--- src/rtl/cpec_pkg.sv ---
`default_nettype none
package cpec_pkg;

  localparam int NUM_IC          = 2;
  localparam int CELLS_PER_GROUP = 3;
  localparam int NUM_GROUPS      = 6;
  localparam int CELLS_PER_CHIP  = CELLS_PER_GROUP * NUM_GROUPS;
  localparam int DATA_BYTES      = 6;
  localparam int CNT_W           = 16;
  localparam int BASE_W          = 6;
  localparam int POS_W           = 3;

  // one counter row per group of each chip: three cells of one group of one chip
  localparam int NUM_ROWS        = NUM_GROUPS * NUM_IC;
  localparam int ROW_W           = (NUM_ROWS > 1) ? $clog2(NUM_ROWS) : 1;
  localparam int ROW_SUM_W       = ROW_W + 1;

  localparam logic [15:0] CRC_SEED = 16'd16;
  localparam logic [15:0] CRC_POLY = 16'h4599;

  localparam logic [POS_W-1:0] POS_DATA_FIRST = 3'd0;
  localparam logic [POS_W-1:0] POS_DATA_LAST  = 3'd5;
  localparam logic [POS_W-1:0] POS_PEC_HI     = 3'd6;
  localparam logic [POS_W-1:0] POS_PEC_LO     = 3'd7;

  typedef logic [CNT_W-1:0] cnt_t;
  typedef logic [ROW_W-1:0] row_t;

  typedef struct packed {
    logic wr;   // update the row now
    logic hit;  // group and chip map to a real row
    logic ok;   // pec matched
    row_t row;
  } cnt_req_t;

  function automatic logic [15:0] crc_table_entry(input logic [7:0] addr);
    logic [15:0] r;
    r = {1'b0, addr, 7'b0};
    for (int b = 0; b < 8; b++) begin
      if (r[14]) begin
        r = {r[14:0], 1'b0} ^ CRC_POLY;
      end else begin
        r = {r[14:0], 1'b0};
      end
    end
    return r;
  endfunction

  function automatic logic [15:0] crc_update(input logic [15:0] rem, input logic [7:0] data);
    logic [7:0] addr;
    addr = rem[14:7] ^ data;
    return {rem[7:0], 8'h00} ^ crc_table_entry(addr);
  endfunction

endpackage
`default_nettype wire

--- src/rtl/cpec_counters.sv ---
`default_nettype none
module cpec_counters (
  input  wire logic              clk,
  input  wire logic              rst_n,
  input  wire cpec_pkg::cnt_req_t req,
  output cpec_pkg::cnt_t         errs_a,
  output cpec_pkg::cnt_t         errs_b,
  output cpec_pkg::cnt_t         errs_c
);
  import cpec_pkg::*;

  cnt_t cnt_r [NUM_ROWS][CELLS_PER_GROUP];
  cnt_t cnt_nxt [CELLS_PER_GROUP];
  row_t row_sel;

  assign row_sel = req.hit ? req.row : '0;

  // clear on good frame, saturating increment on bad one
  always_comb begin
    for (int k = 0; k < CELLS_PER_GROUP; k++) begin
      if (req.ok) begin
        cnt_nxt[k] = '0;
      end else if (&cnt_r[row_sel][k]) begin
        cnt_nxt[k] = cnt_r[row_sel][k];
      end else begin
        cnt_nxt[k] = cnt_r[row_sel][k] + cnt_t'(1);
      end
    end
  end

  always_ff @(posedge clk) begin
    if (!rst_n) begin
      for (int r = 0; r < NUM_ROWS; r++) begin
        for (int k = 0; k < CELLS_PER_GROUP; k++) begin
          cnt_r[r][k] <= '0;
        end
      end
    end else if (req.wr && req.hit) begin
      for (int k = 0; k < CELLS_PER_GROUP; k++) begin
        cnt_r[row_sel][k] <= cnt_nxt[k];
      end
    end
  end

  assign errs_a = req.hit ? cnt_nxt[0] : '0;
  assign errs_b = req.hit ? cnt_nxt[1] : '0;
  assign errs_c = req.hit ? cnt_nxt[2] : '0;

endmodule
`default_nettype wire

--- src/rtl/cell_readout_pec_checker_unit.sv ---
`default_nettype none
// channel   direction  handshake           payload
// in_       input      in_valid/in_ready   rx_byte, frame_start, reg_group, ic_index
// out_      output     out_valid/out_ready cell_base, voltage_a..c, pec_ok, errors_a..c
//
// one byte item is taken per cycle unless a held eighth byte waits on a stalled result;
// each byte is held in the input register and then updates the crc and frame bytes,
// and the eighth byte of a frame passes from the input register into the result register
// synchronous active-low reset clears position, crc seed, valids and all error counters
// a stalled result blocks only the input register holding the next eighth byte;
// data bytes keep flowing while a result waits
module cell_readout_pec_checker_unit (
  input  wire logic                   clk,
  input  wire logic                   rst_n,
  // input channel
  input  wire logic                   in_valid,
  output      logic                   in_ready,
  input  wire logic [7:0]             in_rx_byte,
  input  wire logic                   in_frame_start,
  input  wire logic [2:0]             in_reg_group,
  input  wire logic                   in_ic_index,
  // result channel
  output      logic                   out_valid,
  input  wire logic                   out_ready,
  output      logic [5:0]             out_cell_base,
  output      logic [15:0]            out_voltage_a,
  output      logic [15:0]            out_voltage_b,
  output      logic [15:0]            out_voltage_c,
  output      logic                   out_pec_ok,
  output      cpec_pkg::cnt_t         out_errors_a,
  output      cpec_pkg::cnt_t         out_errors_b,
  output      cpec_pkg::cnt_t         out_errors_c
);
  import cpec_pkg::*;

  // input register
  logic             s1_valid_r;
  logic [7:0]       s1_byte_r;
  logic             s1_start_r;
  logic [2:0]       s1_group_r;
  logic             s1_ic_r;

  // frame state
  logic [POS_W-1:0] pos_r, pos_nxt;
  logic [15:0]      rem_r, rem_nxt;
  logic [7:0]       data_r [DATA_BYTES];
  logic [7:0]       pec_hi_r;

  // result register
  logic             out_valid_r, out_valid_nxt;
  logic [5:0]       cell_base_r;
  logic [15:0]      volt_a_r, volt_b_r, volt_c_r;
  logic             pec_ok_r;
  cnt_t             err_a_r, err_b_r, err_c_r;

  logic [POS_W-1:0]     pos_eff;
  logic [15:0]          rem_eff;
  logic                 s1_is_last;
  logic                 s1_adv;
  logic                 in_fire;
  logic                 res_fire;
  logic                 pec_ok;
  logic                 in_range;
  logic [BASE_W:0]      base_sum;
  logic [ROW_SUM_W-1:0] row_sum;
  cnt_req_t             cnt_req;
  cnt_t                 errs_a, errs_b, errs_c;

  // frame start abandons a partial frame
  assign pos_eff = s1_start_r ? POS_DATA_FIRST : pos_r;
  assign rem_eff = s1_start_r ? CRC_SEED : rem_r;

  assign s1_is_last = s1_valid_r && (pos_eff == POS_PEC_LO);
  // only the last byte needs room in the result register
  assign s1_adv     = s1_valid_r && (!s1_is_last || !out_valid_r || out_ready);
  assign res_fire   = s1_is_last && s1_adv;
  assign in_ready   = !s1_valid_r || s1_adv;
  assign in_fire    = in_valid && in_ready;

  // remainder doubled vs big-endian received pec
  assign pec_ok = {rem_r[14:0], 1'b0} == {pec_hi_r, s1_byte_r};

  // first cell index, masked to the port width
  assign base_sum = (BASE_W+1)'(s1_group_r) * (BASE_W+1)'(CELLS_PER_GROUP)
                  + (s1_ic_r ? (BASE_W+1)'(CELLS_PER_CHIP) : '0);

  assign in_range = (s1_group_r < 3'(NUM_GROUPS)) && (32'(s1_ic_r) < NUM_IC);
  assign row_sum  = ROW_SUM_W'(s1_group_r) + (s1_ic_r ? ROW_SUM_W'(NUM_GROUPS) : '0);

  assign cnt_req.wr  = res_fire;
  assign cnt_req.hit = in_range;
  assign cnt_req.ok  = pec_ok;
  assign cnt_req.row = row_sum[ROW_W-1:0];

  cpec_counters u_counters (
    .clk    (clk),
    .rst_n  (rst_n),
    .req    (cnt_req),
    .errs_a (errs_a),
    .errs_b (errs_b),
    .errs_c (errs_c)
  );

  // position and crc advance
  always_comb begin
    pos_nxt = pos_r;
    rem_nxt = rem_r;
    if (s1_adv) begin
      case (pos_eff) inside
        [POS_DATA_FIRST:POS_DATA_LAST]: begin
          pos_nxt = pos_eff + POS_W'(1);
          rem_nxt = crc_update(rem_eff, s1_byte_r);
        end
        POS_PEC_HI: begin
          pos_nxt = POS_PEC_LO;
          rem_nxt = rem_eff;
        end
        POS_PEC_LO: begin
          // wrap and reseed for a back-to-back frame
          pos_nxt = POS_DATA_FIRST;
          rem_nxt = CRC_SEED;
        end
        default: begin
          pos_nxt = POS_DATA_FIRST;
          rem_nxt = CRC_SEED;
        end
      endcase
    end
  end

  always_comb begin
    if (res_fire) begin
      out_valid_nxt = 1'b1;
    end else if (out_ready) begin
      out_valid_nxt = 1'b0;
    end else begin
      out_valid_nxt = out_valid_r;
    end
  end

  // control state
  always_ff @(posedge clk) begin
    if (!rst_n) begin
      s1_valid_r  <= 1'b0;
      pos_r       <= POS_DATA_FIRST;
      rem_r       <= CRC_SEED;
      out_valid_r <= 1'b0;
    end else begin
      if (in_fire) begin
        s1_valid_r <= 1'b1;
      end else if (s1_adv) begin
        s1_valid_r <= 1'b0;
      end
      pos_r       <= pos_nxt;
      rem_r       <= rem_nxt;
      out_valid_r <= out_valid_nxt;
    end
  end

  // payload
  always_ff @(posedge clk) begin
    if (in_fire) begin
      s1_byte_r  <= in_rx_byte;
      s1_start_r <= in_frame_start;
      s1_group_r <= in_reg_group;
      s1_ic_r    <= in_ic_index;
    end
    for (int i = 0; i < DATA_BYTES; i++) begin
      if (s1_adv && pos_eff == POS_W'(i)) begin
        data_r[i] <= s1_byte_r;
      end
    end
    if (s1_adv && pos_eff == POS_PEC_HI) begin
      pec_hi_r <= s1_byte_r;
    end
    if (res_fire) begin
      cell_base_r <= base_sum[BASE_W-1:0];
      volt_a_r    <= {data_r[1], data_r[0]};
      volt_b_r    <= {data_r[3], data_r[2]};
      volt_c_r    <= {data_r[5], data_r[4]};
      pec_ok_r    <= pec_ok;
      err_a_r     <= errs_a;
      err_b_r     <= errs_b;
      err_c_r     <= errs_c;
    end
  end

  assign out_valid     = out_valid_r;
  assign out_cell_base = cell_base_r;
  assign out_voltage_a = volt_a_r;
  assign out_voltage_b = volt_b_r;
  assign out_voltage_c = volt_c_r;
  assign out_pec_ok    = pec_ok_r;
  assign out_errors_a  = err_a_r;
  assign out_errors_b  = err_b_r;
  assign out_errors_c  = err_c_r;

  // a finished frame always leaves the engine reseeded at byte zero
  a_wrap_after_result: assert property (@(posedge clk) disable iff (!rst_n)
    res_fire |=> (pos_r == POS_DATA_FIRST) && (rem_r == CRC_SEED))
    else $error("frame state not reset after result");

  // a new result only comes from an eighth byte leaving the input register
  a_result_source: assert property (@(posedge clk) disable iff (!rst_n)
    $rose(out_valid_r) |-> $past(res_fire))
    else $error("result without a completed frame");

  // good pec always clears the reported counters
  a_ok_clears: assert property (@(posedge clk) disable iff (!rst_n)
    (out_valid_r && out_pec_ok) |->
      (out_errors_a == '0) && (out_errors_b == '0) && (out_errors_c == '0))
    else $error("counters nonzero on good frame");

  // input stalls only behind a held eighth byte and a stalled result
  a_stall_cause: assert property (@(posedge clk) disable iff (!rst_n)
    !in_ready |-> s1_is_last && out_valid_r && !out_ready)
    else $error("input stalled without cause");

endmodule
`default_nettype wire
--- config.mk ---
export PLATFORM = sky130hd
export DESIGN_NAME = cell_readout_pec_checker_unit
export DESIGN_NICKNAME = d
export VERILOG_FILES = /design/src/rtl/cpec_pkg.sv /design/src/rtl/cpec_counters.sv /design/src/rtl/cell_readout_pec_checker_unit.sv
export SDC_FILE = /design/constraint.sdc
export NUM_CORES = 1
export LEC_CHECK = 0
export ABC_AREA = 1
export BUFFER_PORTS_ARGS = -buffer_cell sky130_fd_sc_hd__clkbuf_2
export CORE_ASPECT_RATIO = 0.8
export CORE_UTILIZATION = 45
export DETAILED_ROUTE_END_ITERATION = 10
export GPL_ROUTABILITY_DRIVEN = 0
export PLACE_DENSITY = 0.7
export SLEW_MARGIN = 20
export SYNTH_ARGS = -nofsm -noshare
export SYNTH_HDL_FRONTEND = slang
export SYNTH_HIERARCHICAL = 1
export SYNTH_SLANG_ARGS = --single-unit
--- constraint.sdc ---
create_clock -name clk -period 12.9 [get_ports clk]
set_input_delay 0.645 -clock clk [delete_from_list [all_inputs] [get_ports clk]]
set_output_delay 0.645 -clock clk [all_outputs]
set_load 0.02 [all_outputs]
==> flow_summary.rst <==
.. list-table::
   :header-rows: 1

   * - Metric
     - Value
   * - Dpl cells
     - 6,057
   * - Clock skew
     - 31.0 ps
   * - Cell Count, Final, Fillers Out
     - 6,222
   * - Run status
     - completed
   * - IO buf count
     - 121
   * - Fraction of final layout cells sized beyond drive strength 1
     - 0.114
   * - Post-layout power
     - 7.48 mW
   * - I/O pin count
     - 122
   * - Insertion delay to the later sink of the worst-skew pair
     - 690 ps
   * - Number of antenna violations at the first check in global routing
     - 0
   * - Transition at the pin with the smallest max-transition slack
     - 1200 ps
   * - Clock tree from TritonCTS
     - built
   * - Hold Fails Final Rpt
     - 0
   * - Pin count of the biggest net entering global routing
     - 200
   * - Via-per-instance ratio
     - 5.34
   * - Horizontal die dimension
     - 359 um
   * - Diode insertion count for antenna repair
     - 0
   * - # hold bufs at CTS
     - 0
   * - Setup ws final
     - 6600 ps
   * - Cell repeated most along the worst path
     - sky130_fd_sc_hd__nand2_1
   * - Distinct cell type count after synthesis
     - 57
   * - Number of sinks handled by clock tree synthesis
     - 960
   * - Fin Setup TNS
     - 0 ps
   * - Post-synthesis adder-cell area fraction
     - 0.00469
   * - Buffer levels on the longest clock path
     - 3
   * - Overall via count from detail_route
     - 33.2k
   * - Delay of the slowest cell on the worst path
     - 800 ps
   * - Flip-flop and latch count after synthesis
     - 960
   * - Mean area per synthesized cell
     - 9.46 um2
   * - Warnings, synthesis
     - 6
   * - Power per cell area
     - 150 nW/um2
   * - Number of nets in the layout
     - 4,860
   * - Setup Buffers After CTS
     - 0
   * - Worst setup startpoint
     - s1_group_r[2]
   * - Mapped Nets
     - 4,882
   * - Post-synthesis instance area
     - 45,900 um2
   * - Fraction of the cycle the final worst path needs
     - 0.488
   * - Met3 WL post-DR
     - 14,400 um
   * - Number of buffers created by CTS
     - 93
   * - Total overflow reported by the global router
     - 0
   * - Setup Viol. Count Final
     - 0
   * - Clock Root Buffer
     - sky130_fd_sc_hd__clkbuf_16
   * - Leakage power of the design
     - 21.4 nW
   * - Type of the most critical hold path
     - input pin to flip-flop
   * - Final core utilization
     - 0.496
   * - Commonest cells after routing, fill and taps aside
     - sky130_fd_sc_hd__nand2_1, sky130_fd_sc_hd__edfxtp_1, sky130_fd_sc_hd__nor2_1
   * - Share of total power consumed by net switching
     - 0.286
   * - Relative contribution of combinational cells to total power
     - 0.161
   * - Most common cell after layout, fill and taps aside
     - sky130_fd_sc_hd__nand2_1
   * - Total DRC errors in the routed layout
     - 0
   * - Total Die Area
     - 103,000 um2
   * - Nature of the critical path startpoint
     - flip-flop
   * - Tightest slew margin relative to the limit
     - 0.198
   * - Share of synthesized cell area in and, or, nand and nor gates
     - 0.239
   * - Max-cap violation count
     - 0
   * - Initial Util
     - 0.455
   * - Placement Rows
     - 104
   * - Synthesized-area fraction occupied by ao, oa, aoi and oai cells
     - 0.0331
   * - Resize count post-CTS
     - 0
   * - Async SR Flop Fraction
     - 0
   * - Wire length on met2
     - 57,500 um
   * - Final period demand of the worst path
     - 6300 ps
   * - RR Startpoint
     - s1_group_r[2]
   * - Final design instance area without fill
     - 50,000 um2
   * - R2R setup slack
     - 6600 ps
   * - Clock transition time at the flip-flop clock pins of the worst setup and hold paths
     - 60 ps
   * - Number of global-route vias before repair
     - 31.0k
   * - Proportion of power drawn by the clock network
     - 0.361
   * - Critical path class
     - flip-flop to flip-flop
   * - Post-Route WL
     - 128,000 um
   * - Drt pass-1 iters
     - 7
   * - First DRT Iteration DRCs
     - 4,351
   * - DP Worst Slack
     - 6740 ps
   * - Core area
     - 101,000 um2
   * - Total internal power
     - 5.35 mW
   * - Wirelength per Cell
     - 20.5 um
   * - Half-perimeter wire length after detailed placement
     - 65,600 um
   * - Placed standard-cell area
     - 47,000 um2
   * - Top flip-flop cell by instance count after synthesis
     - sky130_fd_sc_hd__edfxtp_1
   * - Cell count after synthesis
     - 4,849
   * - Wire length of the first global-routing pass
     - 191,000 um
   * - Highest routed metal layer
     - met4
   * - Required time of the critical path
     - 13,280 ps
   * - Worst Path Max Fanout
     - 77
   * - Sequence of cells on the critical path
     - ha_1 -> inv_6 -> nand2_8 -> inv_6 -> buf_4 -> buf_4 -> o21ai_1 -> nand2_1 -> nand2_1 -> nand2_1 -> nor2_4 -> ha_1 -> nand2_1 -> nor2_2 -> nand2_1 -> nor2_2 -> o21ai_1 -> inv_1
   * - Portion of netlist area occupied by mux cells
     - 0
   * - H-tree lvl count
     - 3
   * - Max Clock Freq
     - 159 MHz
   * - Number of pins with negative max-slew slack in the final report
     - 0
   * - Sequential cell area in the final layout
     - 28,600 um2
   * - Hold Path Origin
     - in_rx_byte[2]
   * - Worst path arrival time
     - 6680 ps
   * - Type of destination of the critical path
     - flip-flop
   * - Reg power frac
     - 0.479
   * - Area growth, synth to finish
     - 9.04%
   * - Final-layout worst hold slack
     - 147 ps
   * - Register area share after synthesis
     - 0.624
   * - GRT Resource Usage Total
     - 0.244
   * - Multi-input logic area
     - 13,400 um2
   * - Met1 Routed Length
     - 52,300 um
   * - Dominant combinational cell family by area after synthesis
     - simple AND/OR/NAND/NOR gates
   * - Share of the synthesized netlist area taken by xor and xnor gates
     - 0.0108
   * - Switching Power
     - 2.14 mW
   * - Cell at the slowest stage of the critical path
     - sky130_fd_sc_hd__buf_4
   * - Die boundary height
     - 288 um
   * - Maximum vdd ir drop
     - 0.113 mV
   * - Setup repair after global routing missed its margin
     - no
   * - # fillers
     - 9,012
   * - Number of synthesized flops with an enable pin
     - 940
   * - Residual antenna-violating net count after detailed routing
     - 0
==> cells in the mapped netlist (all sizes together) (15+ instances only) <==
cell	number	area (um2)
nand2	1354	5290
edfxtp	940	28200
nor2	940	3790
inv	619	2330
nand3	296	1590
o21ai	200	1000
buf	194	1360
clkbuf	92	347
a21oi	45	259
xor2	41	408
dfxtp	20	400
or2	16	103
nor3	15	80.1
==> cell families (layout without fill, tap and decap cells) <==
family                   after synthesis  count (layout)
AO/OA/AOI/OAI                        279             279
buffers and inverters                906             954
AND/OR/NAND/NOR                     2638            2638
adder cells (fa/ha/maj)               16              16
XOR/XNOR                              50              50
flip-flops                           960             960
==> state kept, by name, indices dropped and copies added (netlist names) <==
name,count
out_valid,1
out_errors_b,16
out_errors_c,16
rem_r,15
out_cell_base,6
pos_r,3
s1_ic_r,1
u_counters/cnt_r,768
s1_valid_r,1
out_errors_a,16
out_voltage_c,16
pec_hi_r,8
out_voltage_b,16
data_r,48
out_pec_ok,1
s1_group_r,3
out_voltage_a,16
s1_start_r,1
s1_byte_r,8
==> routing by layer <==
metal	global-route usage	up-vias
met5	0	-
met4	0.0745	0
met3	0.0418	237
met2	0.387	1845
met1	0.345	15794
li1	-	15366
==> worst paths after layout <==
| check | cells after the start | end |
|---|---|---|
| min reg2reg | 0 | out_voltage_b[9] |
| max reg2reg | 18 | u_counters/cnt_r[15][18] |
| min | 1 | s1_byte_r[2] |
| max | 18 | u_counters/cnt_r[15][18] |
==> critical path: cells and delay by family (launching register included) <==
family                   cells  cell delay, ps
AO/OA/AOI/OAI                2             900
buffers and inverters        5            2750
adder cells (fa/ha/maj)      2             510
flip-flops                   1             440
AND/OR/NAND/NOR              9            1150
==> power groups by stage <==
| stage | Clock [mW] | Combinational, mW | Sequential, mW |
|---|---|---|---|
| final | 2.70 | 1.20 | 3.58 |
| after global routing | 2.84 | 1.31 | 3.59 |
| after CTS | 2.73 | 1.18 | 3.58 |
| after detailed placement | 0 | 1.17 | 3.65 |
| after global placement | 0 | 1.15 | 3.65 |
| after floorplan | 0 | 0.905 | 3.64 |
==> final cells by class <==
class | count | area share
clock buffer | 115 | 0.0492
clock inverter | 50 | 0.0102
inverter | 620 | 0.0468
multi-input combinational | 2983 | 0.269
sequential | 960 | 0.572
tap | 1325 | 0.0331
timing repair buffer | 169 | 0.0196
No activity file was read; power rests on OpenSTA's default activity.
